**config.mk**
```make
export PLATFORM = sky130hd
export DESIGN_NAME = sampled_values_tlv_parser_core
export DESIGN_NICKNAME = d
export VERILOG_FILES = /design/src/sv/svtlv_pkg.sv /design/src/sv/svtlv_step.sv /design/src/sv/svtlv_out.sv /design/src/sv/sampled_values_tlv_parser_core.sv
export VERILOG_INCLUDE_DIRS = /design/src /design/src/sv
export SDC_FILE = /design/constraint.sdc
export NUM_CORES = 1
export LEC_CHECK = 0
export ABC_AREA = 0
export BUFFER_PORTS_ARGS = -buffer_cell sky130_fd_sc_hd__buf_2
export CAP_MARGIN = 10
export CELL_PAD_IN_SITES_DETAIL_PLACEMENT = 0
export CELL_PAD_IN_SITES_GLOBAL_PLACEMENT = 1
export CORE_UTILIZATION = 35
export DETAILED_ROUTE_END_ITERATION = 8
export GPL_ROUTABILITY_DRIVEN = 0
export PLACE_DENSITY = 0.67
export SLEW_MARGIN = 20
export SYNTH_ARGS = -nofsm -noshare
export SYNTH_HDL_FRONTEND = slang
export SYNTH_HIERARCHICAL = 1
export SYNTH_SLANG_ARGS = --single-unit
```
**constraint.sdc**
```tcl
create_clock -name clock -period 26.4 [get_ports clock]
set_input_delay 0 -clock clock [delete_from_list [all_inputs] [get_ports clock]]
set_output_delay 0 -clock clock [all_outputs]
set_load 0.05 [all_outputs]
```
**src/sv/assert_macros.svh**
```systemverilog
// Assertion helper macros
`ifndef ASSERT_MACROS_SVH
`define ASSERT_MACROS_SVH

`define ASSERT_CLK(label, clk, rst, prop, msg) \
   label: assert property (@(posedge clk) disable iff (rst) prop) else $error(msg);

`define ASSERT_CLK_NR(label, clk, prop, msg) \
   label: assert property (@(posedge clk) prop) else $error(msg);

`endif

```
**src/sv/svtlv_pkg.sv**
```systemverilog
// ----------------------------------------------------------------------------
// svtlv_pkg
// Shared constants and types of the sampled-values parser.
// ----------------------------------------------------------------------------
`timescale 1ns / 1ps

package svtlv_pkg;

   localparam int MaxAsdu = 8;
   localparam int AcntW   = 4;

   localparam logic [3:0] PH_IDLE   = 4'd0;
   localparam logic [3:0] PH_HEADER = 4'd1;
   localparam logic [3:0] PH_OTAG   = 4'd2;
   localparam logic [3:0] PH_OLEN   = 4'd3;
   localparam logic [3:0] PH_NOASDU = 4'd4;
   localparam logic [3:0] PH_ITAG   = 4'd5;
   localparam logic [3:0] PH_ILEN   = 4'd6;
   localparam logic [3:0] PH_ICONT  = 4'd7;

   localparam logic [7:0] TAG_SAVPDU = 8'h60;
   localparam logic [7:0] TAG_NOASDU = 8'h80;
   localparam logic [7:0] TAG_SEQ    = 8'ha2;
   localparam logic [7:0] TAG_ASDU   = 8'h30;
   localparam logic [7:0] TAG_IMIN   = 8'h80;
   localparam logic [7:0] TAG_IMAX   = 8'h88;

   localparam logic [4:0] FID_APPID  = 5'd0;
   localparam logic [4:0] FID_LENGTH = 5'd1;
   localparam logic [4:0] FID_NOASDU = 5'd2;
   localparam logic [4:0] FID_AERR   = 5'd15;
   localparam logic [4:0] FID_FEND   = 5'd16;

   localparam logic [1:0] CSR_ID  = 2'd0;
   localparam logic [1:0] CSR_DS  = 2'd1;
   localparam logic [1:0] CSR_SMP = 2'd2;

   typedef struct packed {
      logic [4:0]  field_id;
      logic [2:0]  asdu_index;
      logic [7:0]  byte_offset;
      logic [63:0] field_value;
   } result_type;

   function automatic logic [4:0] inner_id(input logic [3:0] t);
      case (t)
         4'd0: inner_id = 5'd3;
         4'd1: inner_id = 5'd5;
         4'd2: inner_id = 5'd7;
         4'd3: inner_id = 5'd8;
         4'd4: inner_id = 5'd9;
         4'd5: inner_id = 5'd10;
         4'd6: inner_id = 5'd11;
         4'd7: inner_id = 5'd12;
         default: inner_id = 5'd14;
      endcase
   endfunction

   function automatic logic [3:0] inner_size(input logic [3:0] t);
      case (t)
         4'd2: inner_size = 4'd2;
         4'd3: inner_size = 4'd4;
         4'd4: inner_size = 4'd8;
         4'd5: inner_size = 4'd1;
         4'd6: inner_size = 4'd2;
         4'd8: inner_size = 4'd1;
         default: inner_size = 4'd0;
      endcase
   endfunction

endpackage

```
**src/sv/svtlv_step.sv**
```systemverilog
// ----------------------------------------------------------------------------
// svtlv_step
// Parser state and per-word decode; produces up to two results per word.
// ----------------------------------------------------------------------------
`timescale 1ns / 1ps

module svtlv_step import svtlv_pkg::*; (
   input  logic        clock,
   input  logic        reset,
   input  logic        advance,
   input  logic [7:0]  data_byte,
   input  logic        frame_start,
   input  logic        csr_write,
   input  logic [1:0]  csr_index,
   input  logic [7:0]  csr_data,
   output logic [1:0]  num_res,
   output result_type  res0,
   output result_type  res1
);

   logic [7:0]  max_id_ff, max_ds_ff, max_smp_ff;
   logic [3:0]  phase_ff, phase_in;
   logic [15:0] fcount_ff, fcount_in, flen_ff, flen_in;
   logic [7:0]  tag_ff, tag_in, flength_ff, flength_in, fpos_ff, fpos_in;
   logic [7:0]  arem_ff, arem_in;
   logic [AcntW-1:0] acnt_ff, acnt_in;
   logic        skip_ff, skip_in;
   logic [63:0] acc_ff, acc_in;

   always_ff @(posedge clock) begin
      if (reset) begin
         max_id_ff  <= 8'd34;
         max_ds_ff  <= 8'd130;
         max_smp_ff <= 8'd64;
      end else if (csr_write) begin
         if (csr_index == CSR_ID) max_id_ff <= csr_data;
         if (csr_index == CSR_DS) max_ds_ff <= csr_data;
         if (csr_index == CSR_SMP) max_smp_ff <= csr_data;
      end
   end

   always_ff @(posedge clock) begin
      if (reset) begin
         phase_ff <= PH_IDLE;
         fcount_ff <= '0;
         flen_ff <= '0;
         tag_ff <= '0;
         flength_ff <= '0;
         fpos_ff <= '0;
         arem_ff <= '0;
         acnt_ff <= '0;
         skip_ff <= 1'b0;
         acc_ff <= '0;
      end else if (advance) begin
         phase_ff <= phase_in;
         fcount_ff <= fcount_in;
         flen_ff <= flen_in;
         tag_ff <= tag_in;
         flength_ff <= flength_in;
         fpos_ff <= fpos_in;
         arem_ff <= arem_in;
         acnt_ff <= acnt_in;
         skip_ff <= skip_in;
         acc_ff <= acc_in;
      end
   end

   always_comb begin
      logic [3:0]  ph;
      logic [15:0] pos, fc, fl;
      logic [63:0] acc;
      logic [7:0]  ar, t8, lim, fp;
      logic [3:0]  t, sz;
      logic [AcntW-1:0] ac;
      logic        sk, bnd;
      logic [2:0]  ai;
      result_type  r;
      r = '0;
      ph = phase_ff; fc = fcount_ff; fl = flen_ff; acc = acc_ff;
      ar = arem_ff; ac = acnt_ff; sk = skip_ff;
      tag_in = tag_ff; flength_in = flength_ff; fpos_in = fpos_ff;
      num_res = 2'd0; res0 = '0; res1 = '0; bnd = 1'b0;
      t8 = tag_ff - TAG_IMIN;
      t = t8[3:0];
      sz = inner_size(t);
      lim = 8'd255; fp = 8'd0;
      if (frame_start) begin
         ph = PH_HEADER; fc = '0; fl = '0; ac = '0; sk = 1'b0; ar = '0; acc = '0;
      end
      pos = fc;
      ai = ac[2:0];
      if (ph != PH_IDLE) begin
         if (fc != 16'hffff) fc = fc + 16'd1;
         case (ph)
            PH_HEADER: begin
               if (pos == 16'd0 || pos == 16'd2) begin
                  acc = {56'd0, data_byte};
               end else if (pos == 16'd1) begin
                  acc = {48'd0, acc[7:0], data_byte};
                  r = '0; r.field_id = FID_APPID; r.field_value = acc;
                  res0 = r; num_res = 2'd1;
               end else if (pos == 16'd3) begin
                  fl = {acc[7:0], data_byte};
                  r = '0; r.field_id = FID_LENGTH; r.field_value = {48'd0, fl};
                  res0 = r; num_res = 2'd1;
               end else if (pos >= 16'd7) begin
                  bnd = 1'b1;
               end
            end
            PH_OTAG: begin
               if (data_byte == TAG_SAVPDU || data_byte == TAG_NOASDU ||
                   data_byte == TAG_SEQ ||
                   (data_byte == TAG_ASDU && ac < AcntW'(MaxAsdu))) begin
                  tag_in = data_byte; ph = PH_OLEN;
               end else begin
                  r = '0; r.field_id = FID_FEND; r.field_value = 64'd1;
                  res0 = r; num_res = 2'd1; ph = PH_IDLE;
               end
            end
            PH_OLEN: begin
               if (tag_ff == TAG_NOASDU) begin
                  flength_in = data_byte; fpos_in = '0; acc = '0;
                  if (data_byte == 8'd0) begin
                     r = '0; r.field_id = FID_NOASDU;
                     res0 = r; num_res = 2'd1; bnd = 1'b1;
                  end else ph = PH_NOASDU;
               end else if (tag_ff == TAG_ASDU) begin
                  ar = data_byte; sk = 1'b0;
                  if (data_byte == 8'd0) begin
                     ac = ac + AcntW'(1); bnd = 1'b1;
                  end else ph = PH_ITAG;
               end else bnd = 1'b1;
            end
            PH_NOASDU: begin
               if (fpos_ff == 8'd0) acc = {56'd0, data_byte};
               fpos_in = fpos_ff + 8'd1;
               if (fpos_in >= flength_ff) begin
                  r = '0; r.field_id = FID_NOASDU; r.field_value = acc;
                  res0 = r; num_res = 2'd1; bnd = 1'b1;
               end
            end
            default: begin
               if (ar != 8'd0) ar = ar - 8'd1;
               if (!sk) begin
                  if (ph == PH_ITAG) begin
                     if (data_byte < TAG_IMIN || data_byte > TAG_IMAX || ar == 8'd0) begin
                        r = '0; r.field_id = FID_AERR; r.asdu_index = ai;
                        r.field_value = 64'd1; res0 = r; num_res = 2'd1; sk = 1'b1;
                     end else begin
                        tag_in = data_byte; ph = PH_ILEN;
                     end
                  end else if (ph == PH_ILEN) begin
                     if (t8 == 8'd0) lim = max_id_ff;
                     else if (t8 == 8'd1) lim = max_ds_ff;
                     else if (t8 == 8'd7) lim = max_smp_ff;
                     if (t8 > 8'd8 || data_byte > ar || data_byte > lim) begin
                        r = '0; r.field_id = FID_AERR; r.asdu_index = ai;
                        r.field_value = 64'd1; res0 = r; num_res = 2'd1; sk = 1'b1;
                     end else begin
                        flength_in = data_byte; fpos_in = '0; acc = '0;
                        if (sz == 4'd0) begin
                           r = '0; r.field_id = inner_id(t) + 5'd1; r.asdu_index = ai;
                           r.field_value = {56'd0, data_byte};
                           res0 = r; num_res = 2'd1;
                        end
                        if (data_byte == 8'd0) begin
                           if (sz != 4'd0) begin
                              r = '0; r.field_id = inner_id(t); r.asdu_index = ai;
                              res0 = r; num_res = 2'd1;
                           end
                           ph = PH_ITAG;
                        end else ph = PH_ICONT;
                     end
                  end else begin
                     if (t8 > 8'd8) begin
                        r = '0; r.field_id = FID_AERR; r.asdu_index = ai;
                        r.field_value = 64'd1; res0 = r; num_res = 2'd1; sk = 1'b1;
                     end else begin
                        if (sz == 4'd0) begin
                           r = '0; r.field_id = inner_id(t); r.asdu_index = ai;
                           r.byte_offset = fpos_ff; r.field_value = {56'd0, data_byte};
                           res0 = r; num_res = 2'd1;
                        end else if (fpos_ff < {4'd0, sz}) begin
                           acc = {acc[55:0], data_byte};
                        end
                        fp = fpos_ff + 8'd1;
                        fpos_in = fp;
                        if (fp >= flength_ff) begin
                           if (sz != 4'd0) begin
                              r = '0; r.field_id = inner_id(t); r.asdu_index = ai;
                              r.field_value = acc; res0 = r; num_res = 2'd1;
                           end
                           ph = PH_ITAG;
                        end
                     end
                  end
               end
               if (ar == 8'd0) begin
                  ac = ac + AcntW'(1); sk = 1'b0; bnd = 1'b1;
               end
            end
         endcase
         if (bnd) begin
            if (fc >= fl) begin
               r = '0; r.field_id = FID_FEND;
               if (num_res == 2'd0) begin
                  res0 = r; num_res = 2'd1;
               end else begin
                  res1 = r; num_res = 2'd2;
               end
               ph = PH_IDLE;
            end else ph = PH_OTAG;
         end
      end
      phase_in = ph; fcount_in = fc; flen_in = fl; acc_in = acc;
      arem_in = ar; acnt_in = ac; skip_in = sk;
   end

endmodule

```
**src/sv/svtlv_out.sv**
```systemverilog
// ----------------------------------------------------------------------------
// svtlv_out
// Result queue: holds up to two words per input word and drains one a cycle while rsp_stall is low.
// ----------------------------------------------------------------------------
`timescale 1ns / 1ps
`include "assert_macros.svh"

module svtlv_out import svtlv_pkg::*; (
   input  logic        clock,
   input  logic        reset,
   input  logic        push,
   input  logic [1:0]  num_res,
   input  result_type  res0,
   input  result_type  res1,
   output logic        room,
   output logic        rsp_valid,
   input  logic        rsp_stall,
   output result_type  rsp_res,
   output logic        rsp_last
);

   // 4-entry ring of results with their last flags
   result_type  q_ff [4];
   logic [3:0]  lastq_ff;
   logic [1:0]  rd_ff, wr_ff;
   logic [2:0]  cnt_ff, cnt_in;
   logic        pop;

   assign pop = rsp_valid && !rsp_stall;
   assign rsp_valid = cnt_ff != 3'd0;
   assign rsp_res = q_ff[rd_ff];
   assign rsp_last = lastq_ff[rd_ff];
   // room for two more even if nothing drains
   assign room = cnt_ff <= 3'd2;
   assign cnt_in = cnt_ff + (push ? {1'b0, num_res} : 3'd0) - {2'd0, pop};

   always_ff @(posedge clock) begin
      if (reset) begin
         rd_ff <= '0;
         wr_ff <= '0;
         cnt_ff <= '0;
      end else begin
         if (pop) rd_ff <= rd_ff + 2'd1;
         if (push) wr_ff <= wr_ff + num_res;
         cnt_ff <= cnt_in;
      end
   end

   always_ff @(posedge clock) begin
      if (push && num_res != 2'd0) begin
         q_ff[wr_ff] <= res0;
         lastq_ff[wr_ff] <= (num_res == 2'd1);
         if (num_res == 2'd2) begin
            q_ff[wr_ff + 2'd1] <= res1;
            lastq_ff[wr_ff + 2'd1] <= 1'b1;
         end
      end
   end

   `ASSERT_CLK(a_no_overflow, clock, reset, cnt_ff <= 3'd4, "result queue overflow")
   `ASSERT_CLK(a_push_room, clock, reset, push |-> room, "push without room")
   `ASSERT_CLK(a_cnt_step, clock, reset, (!push && !pop) |=> $stable(cnt_ff), "count drift")

endmodule

```
**src/sv/sampled_values_tlv_parser_core.sv**
```systemverilog
// ----------------------------------------------------------------------------
// sampled_values_tlv_parser_core
// Sampled-values payload parser, one byte per word.
// ----------------------------------------------------------------------------
// Results of an accepted byte are written into the registered result queue.
// One byte is accepted per cycle while the result queue has room for two
// more results; otherwise req_stall holds the input.
// Reset: synchronous, active high; state registers go to defaults, parser idle.
`timescale 1ns / 1ps

module sampled_values_tlv_parser_core import svtlv_pkg::*; (
   input  logic        clock,
   input  logic        reset,
   input  logic        req_valid,
   output logic        req_stall,
   input  logic [7:0]  req_data_byte,
   input  logic        req_frame_start,
   output logic        rsp_valid,
   input  logic        rsp_stall,
   output logic [4:0]  rsp_field_id,
   output logic [2:0]  rsp_asdu_index,
   output logic [7:0]  rsp_byte_offset,
   output logic [63:0] rsp_field_value,
   output logic        rsp_last,
   input  logic        csr_write,
   input  logic [1:0]  csr_index,
   input  logic [7:0]  csr_data
);

   logic        room, advance;
   logic [1:0]  num_res;
   result_type  res0, res1, rsp_res;

   assign req_stall = !room;
   assign advance = req_valid && room;

   svtlv_step u_step (
      .clock, .reset, .advance,
      .data_byte(req_data_byte), .frame_start(req_frame_start),
      .csr_write, .csr_index, .csr_data,
      .num_res, .res0, .res1
   );

   svtlv_out u_out (
      .clock, .reset, .push(advance), .num_res, .res0, .res1,
      .room, .rsp_valid, .rsp_stall, .rsp_res, .rsp_last
   );

   assign rsp_field_id = rsp_res.field_id;
   assign rsp_asdu_index = rsp_res.asdu_index;
   assign rsp_byte_offset = rsp_res.byte_offset;
   assign rsp_field_value = rsp_res.field_value;

endmodule
```
; Word-level counts from Yosys, hierarchy flattened
; Memories as Yosys holds them, arrays and structs flattened. A register that Yosys moved wholly into a read port is not among the register bits.
; Index checks and enable logic that the tools add are counted.
[word_totals]
romBits = 128
wordCells = 322
regBits = 172
ramBits = 320
n_memories = 5
out_inout_bits = 83
input_bits = 24
[classes]
muxes = 186
reduce_logical = 44
magnitude_cmp = 16
n_addsub = 11
n_eq_ne = 39
bitwise = 4
[mem_list]
columns = memory, depth, word_bits, rd, rd_ports_with_merged_regs, write_ports, line
row1 = u_out.q_ff, 4, 80, 1, 1, 2, svtlv_out.sv:23  ; result_type q_ff [4];
row2 = (no name shown), 8, 4, 1, 0, 0, svtlv_pkg.sv:46  ; case (t)
row3 = (no name shown), 8, 4, 1, 0, 0, svtlv_pkg.sv:46
row4 = (no name shown), 8, 4, 1, 0, 0, svtlv_pkg.sv:46
row5 = (no name shown), 8, 4, 1, 0, 0, svtlv_pkg.sv:46
[op_table]
columns = op, count
row1 = 80-bit two-way mux, 23
row2 = 64-bit two-way mux, 13
row3 = 80-bit case mux with 4 select lines, 1
row4 = 64-bit case mux with 4 select lines, 1
row5 = 8-bit two-way mux, 30
row6 = 16-bit two-way mux, 11
row7 = 77-bit two-way mux, 2
row8 = 4-bit two-way mux, 21
row9 = 79-bit two-way mux, 1
row10 = 76-bit two-way mux, 1
row11 = 5-bit two-way mux, 11
row12 = 8-bit case mux with 2 select lines, 3
row13 = 2-bit two-way mux, 20
row14 = 1-bit two-way mux, 37
row15 = 16-bit by 2-bit equality test with 1-bit output (second input constant), 2
row16 = 8-bit logical NOT, 4
row17 = 4-bit by 3-bit equality test with 1-bit output (second input constant), 6
row18 = 8-bit equality test (second input constant), 3
row19 = 8-bit case mux with 3 select lines, 1
row20 = 16-bit by 1-bit adder with 16-bit output (second input constant), 1
row21 = 16-bit by 1-bit equality test with 1-bit output (second input constant), 1
row22 = 4-bit by 2-bit equality test with 1-bit output (second input constant), 4
row23 = 8-bit by 6-bit equality test with 1-bit output (second input constant), 2
row24 = 16-bit >= comparator, 1
row25 = 60 further kinds, 100

; Longest topological paths before layout
; Gate-level depths: netlist of the first run.
[depth]
word_depth = 31
depth_mapped = 32
ltp_nobuf = 29

; Hierarchy
; Netlist of the first run, hierarchy kept.
[modules_own_cells]
columns = mod, seq_area_each_um2, instances, cells_per_inst, area_per_inst_um2
row1 = svtlv_out, 9909.5, 1, 855, 16915.0
row2 = svtlv_step, 3223.1, 1, 1865, 13276.5
row3 = sampled_values_tlv_parser_core, 0.0, 1, 2, 10.0

; Least setup slack after synthesis of the first run
; Ideal clock, no wire load.
[synth_timing]
path_kind = input port to flip-flop
startpoint = input port req_frame_start
endpoint = memory u_out/q_ff[1][0] in the netlist's numbering, enable pin
arrival_time_ps = 10007
path_slack_ps = 15764
path_stages = 25
setup_time_ps = 629
path_cell_list = buf_2 > inv_1 > buf_2 > clkbuf_1 > clkbuf_1 > nand2_1 > ha_1 > buf_2 > nand2b_1 > or4_1 > a21oi_2 > inv_1 > ha_1 > and4_1 > nand4_1 > o31ai_1 > o22ai_1 > clkbuf_1 > o21ai_0 > a221oi_4 > ha_1 > mux2i_1 > nor2_1 > o21ai_0 > o21ai_0
[synth_lines]
columns = item, line
row1 = "start, declared", sampled_values_tlv_parser_core.sv:17  ; input logic req_frame_start,
row2 = "end, declared", svtlv_out.sv:23

==> impl_results.md, run 1 <==
* Slew margin rel. at 0.291
* Commonest register cell after synthesis: edfxtp_1
* TritonCTS clock tree: done
* Vias at 22000
* IO Count at 107
* Clock Latency Late Sink at 0.66 ns
* Iteration count of the initial detailed-routing pass at 5
* Worst setup path category: flop to flop
* Max VDD drop at 0.0561 mV
* Starting DRT DRC Count at 1783
* First-pass GRT wire length at 134 mm
* Startpoint Class: flop
* Number of synthesized flops with an enable pin at 324
* Number of global-route vias before repair at 21900
* Cell taking the most area after synthesis: edfxtp_1
* Post-synth ARST share at 0
* Nets at 2846
* CP peak stage delay at 0.82 ns
* Final HPWL DP at 56.5 mm
* Grt met3 use at 0.0285
* Max-cap violations at 0
* Max Clock Skew at 0.0675 ns
* Synth cell count leaders: edfxtp_1 (324), nand2_1 (256), nor2_1 (231), a21oi_1 (224), dfxtp_1 (170)
* CTS H-Tree Depth at 2
* Synth warnings at 6
* Synth cell types at 98
* Cell chain of the critical path: nor3b_1, a21oi_1, nor4_1, and3b_1, inv_1, and3_1, a21oi_1, ha_1, o21ai_0, a21o_1, a21oi_1, o31ai_1, nand3_1, ha_1, mux2i_1, nor2_1, nor3b_2, and3_4, o21bai_4, buf_4, buf_4
* Max clock buf depth at 3
* Final Hold Viols at 0
* Die Wd at 296 um
* CP endpoint kind: flop
* Crit path top cell by count: a21oi_1
* RSZ-0062 raised after global routing: no
* Worst path arrival time at 8.41 ns
* Fmax at 0.122 GHz
* Core area at 0.0853 mm2
* Tcrit/Tclk final at 0.310
* Share of layout cells above drive strength 1 at 0.248
* Worst-margin pin slew at 1.06 ns
* GR Util met1 at 0.263
* Most common cell in the netlist: edfxtp_1
* GRT Util Overall at 0.199
* Area of the mapped netlist at 0.0302 mm2
* Outcome: finished, final reports clean
* Final setup fails at 0
* Yosys top cell area share at 0.322
* Diode count at 0
* Seq/Total Area, Yosys at 0.435
* Critical Path Slowest Stage Cell: and3b_1
* Synthesis-stage register bit count at 494
* CP Buf/Inv Count at 3
* Pwr/cell area at 69.2 mW/mm2
* Die H at 296 um
* HP Class: primary input to flop
* CP top delay family: simple AND/OR/NAND/NOR gates
* Max Slew Vio Count at 0
* GRT Max-Usage Layer: met2
* Die Area at 0.0875 mm2
* Grt total ovfl at 0
* Post-route ant nets at 0
* Initial core utilization at 0.354
* Peak fanout along the critical path at 48
* IO Port Bufs at 106
* Sinks on the clock net at 494
* Clk slew on worst S/H paths at 0.06 ns
* Layout area overhead at 10.2%
* Average size of a mapped cell at 11.1 um2
* Final TNS setup at 0 ns
* Routed WL at 88.4 mm
* Placed insts at 3820
* Leakage at 12.3 nW
* Minimum clock period at 8.18 ns
* Cells after Synth at 2722
* Remaining DRCs at 0
* Largest net degree at the start of global routing at 73
* Met2 usage at 0.334
* Post-DR wirelength/cell at 22.4 um
* Largest cells by area after synthesis: edfxtp_1 (32%), dfxtp_1 (11%), mux2_4 (7.9%)
* Via-per-instance ratio at 5.56
* Initial antenna violation count at 0
* # resized after CTS at 0
* WP data required at 26.63 ns
* Total CTS buffers at 57
* FP Rows at 107
* Clk root buf: clkbuf_16
* Cell Count, Final, Fillers Out at 3949
worst reg2reg max path, stage by stage, from the launching register on:
cell	delay (ns)
dfxtp_1	0.55
nor3b_1	0.38
a21oi_1	0.38
nor4_1	0.54
and3b_1	0.82
inv_1	0.35
and3_1	0.28
a21oi_1	0.17
ha_1	0.26
o21ai_0	0.17
a21o_1	0.11
a21oi_1	0.08
o31ai_1	0.26
nand3_1	0.17
ha_1	0.30
mux2i_1	0.13
nor2_1	0.13
nor3b_2	0.33
and3_4	0.81
o21bai_4	0.27
buf_4	0.50
buf_4	0.75
final timing paths:
path	startpoint	end	slack [ns]	depth (start not counted)
max	u_step/phase_ff[0]$_SDFFE_PP0P_	u_out/q_ff[3][36]$_DFFE_PP_	18.22	21
min	req_frame_start	u_step/fcount_ff[5]$_SDFFE_PP0P_	0.09	4
max reg2reg	u_step/phase_ff[0]$_SDFFE_PP0P_	u_out/q_ff[3][36]$_DFFE_PP_	18.22	21
min reg2reg	u_step/max_id_ff[1]$_SDFFE_PP1P_	u_step/max_id_ff[1]$_SDFFE_PP1P_	0.47	2
what timing repair did:
| item | CTS | global route |
|---|---|---|
| hold endpoints to repair | 73 | 0 |
| setup endpoints to repair | 0 | 0 |
| hold buffers | 21 | 0 |
| buffers inserted | 0 | 0 |
cell type report:
cell class | instances | area [um2]
flip-flops and latches | 494 | 13100
repair buffers | 163 | 1020
multi-input cells | 2004 | 15600
well taps | 1144 | 1430
fillers | 8276 | 52000
inverters | 36 | 135
clock buffers | 76 | 1610
clock inverters | 32 | 309
stage by stage:
step	setup WS [ns]	total power (W)	area (um2)	hold slack, ns	util
finish	18.22	0.00230	33300	0.0942	0.390
global route	17.50	0.00239	33300	0.142	0.390
CTS	18.27	0.00233	33300	0.0696	0.390
detailed placement	17.76	0.00152	31200	0.273	0.365
global placement	17.94	0.00152	31200	0.257	0.365
floorplan	15.76	0.00138	30500	0.125	-
registers in the layout, indices dropped and copies added, names as in the netlist, 16 cells and up, named ones only:
signal and count:
u_out/q_ff 320, u_step/flen_ff 16, u_step/fcount_ff 16, u_step/acc_ff 64
report_power, final:
part           switching (W)  internal [W]  total, W
Sequential         0.0000258      0.000877  0.000903
Clock               0.000340      0.000461  0.000801
Combinational       0.000402      0.000198  0.000601
Total               0.000769       0.00154   0.00230
metal layers:
metal  vias up  wire length (um)
met5         -                 0
met4         0              2710
met3       136              5580
met2       756             42200
met1     10900             37900
li1      10100                 -
kinds of logic after synthesis:
family	synth area share
buffers and inverters	0.0604
DFF	0.435
and+or+nand+nor	0.123
other	0.000124
muxes	0.224
xor gates and xnor gates	0.00754
adders and majority gates	0.0276
AOI/OAI and AO/OA	0.122
cells in the final DEF (no fill, tap or decap), types with 58 or more instances in the layout:
master	n
o21ai_0	91
a21oi_1	224
buf_2	104
mux2i_1	61
conb_1	79
mux2_4	158
mux4_2	81
ha_1	65
nor3_1	58
nor2_1	228
dfxtp_1	168
edfxtp_1	324
nand2_1	255
mux2_2	164
Note: power is estimated with default switching activity, not from simulation.
==> inputs of run 2 (changes only) <==
==> constraint.sdc (replaced) <==
create_clock -name clock -period 8.3 [get_ports clock]
set_input_delay 0 -clock clock [delete_from_list [all_inputs] [get_ports clock]]
set_output_delay 0 -clock clock [all_outputs]
set_load 0.05 [all_outputs]
==> run 2 against run 1 <==
  * Combinational power rose to 3.2 times the previous value
  * Die area stayed put
  * Fmax increased by 15%
  * Final cell count grew 0.25%
  * Clock-buffer cell count is 4 higher
  * Final area increased by 0.36%
  * Total power increased to 3.2 times the previous value
  * Critical endpoint is now u_out/q_ff[0][30]$_DFFE_PP_
  * Highest routed layer unchanged
==> impl_results.md, run 2 (synthesis results as in run 1) <==
* Remaining DRCs at 0
* Sw Ratio at 0.330
* WP data required at 8.51 ns
* Outcome: finished, final reports clean
* Peak fanout along the critical path at 45
* TritonCTS clock tree: done
* Post-CTS Setup Inserts at 0
* Met1 WL at 39.0 mm
* Total CTS buffers at 57
* Worst setup path category: flop to flop
* Initial antenna violation count at 1
* Final Hold Viols at 0
* Max clock buf depth at 3
* Max Slew Vio Count at 0
* Max VDD drop at 0.152 mV
* Pwr/cell area at 221 mW/mm2
* Die Wd at 296 um
* Layout area overhead at 10.6%
* Pre-CTS setup slack at 1.11 ns
* Nets at 2856
* Vias at 22200
* Placed insts at 3830
* Clock Latency Late Sink at 0.66 ns
* Max FFs per register at 320
* P_sw at 0.00244 W
* # fillers at 8221
* Cell Count, Final, Fillers Out at 3959
* Commonest non-fill, non-tap cell in the layout: edfxtp_1
* Most frequent cells in the layout: edfxtp_1 (324), nand2_1 (255), nor2_1 (228)
* Initial core utilization at 0.354
* Post-DR wirelength/cell at 22.5 um
* Sequential power share at 0.390
* CTS H-Tree Depth at 2
* Largest net degree at the start of global routing at 81
* Number of global-route vias before repair at 22300
* Die H at 296 um
* Leakage at 12.4 nW
* First-pass GRT wire length at 136 mm
* Worst-margin pin slew at 1.12 ns
* Clk root buf: clkbuf_16
* Share of layout cells above drive strength 1 at 0.248
* Final setup fails at 0
* WL met3 at 5.26 mm
* Core area at 0.0853 mm2
* Starting DRT DRC Count at 1594
* Design Power at 0.00740 W
* Final HPWL DP at 57.1 mm
* Post-route setup slack at 1.18 ns
* Diode count at 0
* WHS Path Cells at 4
* IO Count at 107
* Clk slew on worst S/H paths at 0.06 ns
* Die Area at 0.0875 mm2
* R2R cell count at 20
* Max Clock Skew at 0.0920 ns
* WHS at 0.0771 ns
* Fmax at 0.141 GHz
* Startpoint Class: flop
* Iteration count of the initial detailed-routing pass at 6
* Slew margin rel. at 0.243
* Grt total ovfl at 0
* Via-per-instance ratio at 5.60
* Top sig layer: met4
* IO Port Bufs at 106
* Routed wl met2 at 42.1 mm
* Largest reg by FF count: u_out/q_ff
* Cell Int Power at 0.00496 W
* Tcrit/Tclk final at 0.857
* GRT Util Overall at 0.201
* Comb pwr share at 0.257
* FP Rows at 107
* Worst path arrival time at 7.33 ns
* Minimum clock period at 7.12 ns
* Max-cap violations at 0
* CP endpoint kind: flop
* Post-route ant nets at 0
* Largest registers: u_out/q_ff (320), u_step/acc_ff (64)
* RSZ-0062 raised after global routing: no
* Sinks on the clock net at 494
* Routed WL at 88.9 mm
* HP Class: primary input to flop
* Clock power frac at 0.353
-- run 2: cell count changes in the layout (fill, tap and decap cells not counted), sizes merged --
cell | previous run | this run
clkinvlp | 1 | 2
clkinv | 28 | 19
clkbuf | 76 | 80
buf | 142 | 152
bufinv | 3 | 7
-- run 2: power by group through the flow --
stage	sequential, W	clock, W	combinational, W
2_1_floorplan	0.00288	0	0.00149
3_3_place_gp	0.00293	0	0.00189
3_5_place_dp	0.00294	0	0.00191
4_1_cts	0.00289	0.00268	0.00192
5_1_grt	0.00290	0.00277	0.00203
6_report	0.00289	0.00261	0.00190
-- run 2: layer usage --
| metal | up-vias | track usage |
|---|---|---|
| met3 | 145 | 0.0295 |
| li1 | 10100 | - |
| met1 | 11200 | 0.270 |
| met2 | 746 | 0.330 |
| met5 | - | 0 |
| met4 | 0 | 0.0681 |
-- run 2: path summary, 6_finish.rpt --
| path | start | endpoint | slack [ns] |
|---|---|---|---|
| max | u_step/fcount_ff[15]$_SDFFE_PP0P_ | u_out/q_ff[0][30]$_DFFE_PP_ | 1.18 |
| max reg2reg | u_step/fcount_ff[15]$_SDFFE_PP0P_ | u_out/q_ff[0][30]$_DFFE_PP_ | 1.18 |
| min reg2reg | u_step/max_id_ff[1]$_SDFFE_PP1P_ | u_step/max_id_ff[1]$_SDFFE_PP1P_ | 0.47 |
| min | req_frame_start | u_step/acc_ff[36]$_SDFFE_PP0P_ | 0.08 |
-- run 2: worst max-delay path, cell delays in order, from the launching register on --
cell     delay [ns]
dfxtp_1        0.35
nor4_1         0.45
a41oi_1        0.30
nor4_1         0.55
and3b_1        0.50
buf_4          0.27
mux2i_1        0.11
or2_2          0.31
ha_1           0.30
a21o_1         0.18
nand3_1        0.08
a21oi_1        0.06
nor3_1         0.18
nand3_1        0.14
ha_1           0.30
mux2i_1        0.07
nor2_1         0.41
o21ai_0        0.50
nor3_1         0.27
or2_4          0.70
buf_4          0.65
-- run 2: final cells by class --
class / instances / area [um2] / share of cell area
Clock buffer: 80 / 1560 / 0.0466
Sequential cell: 494 / 13100 / 0.393
Clock inverter: 28 / 400 / 0.0120
Multi-Input combinational cell: 2004 / 15600 / 0.468
Timing Repair Buffer: 173 / 1120 / 0.0334
Tap cell: 1144 / 1430 / 0.0428
Inverter: 36 / 135 / 0.00404
-- run 2: what timing repair did --
| action | CTS | global route |
|---|---|---|
| hold endpoints to repair | 76 | 0 |
| gates resized for setup | 0 | 0 |
| hold buffers | 21 | 0 |
-- run 2: through the flow --
step	setup TNS (ns)	instance area (um2)	util
after floorplan	-67.90	30500	-
after global placement	0	31200	0.366
after detailed placement	0	31200	0.366
after CTS	0	33400	0.392
after global routing	0	33400	0.392
final	0	33400	0.392
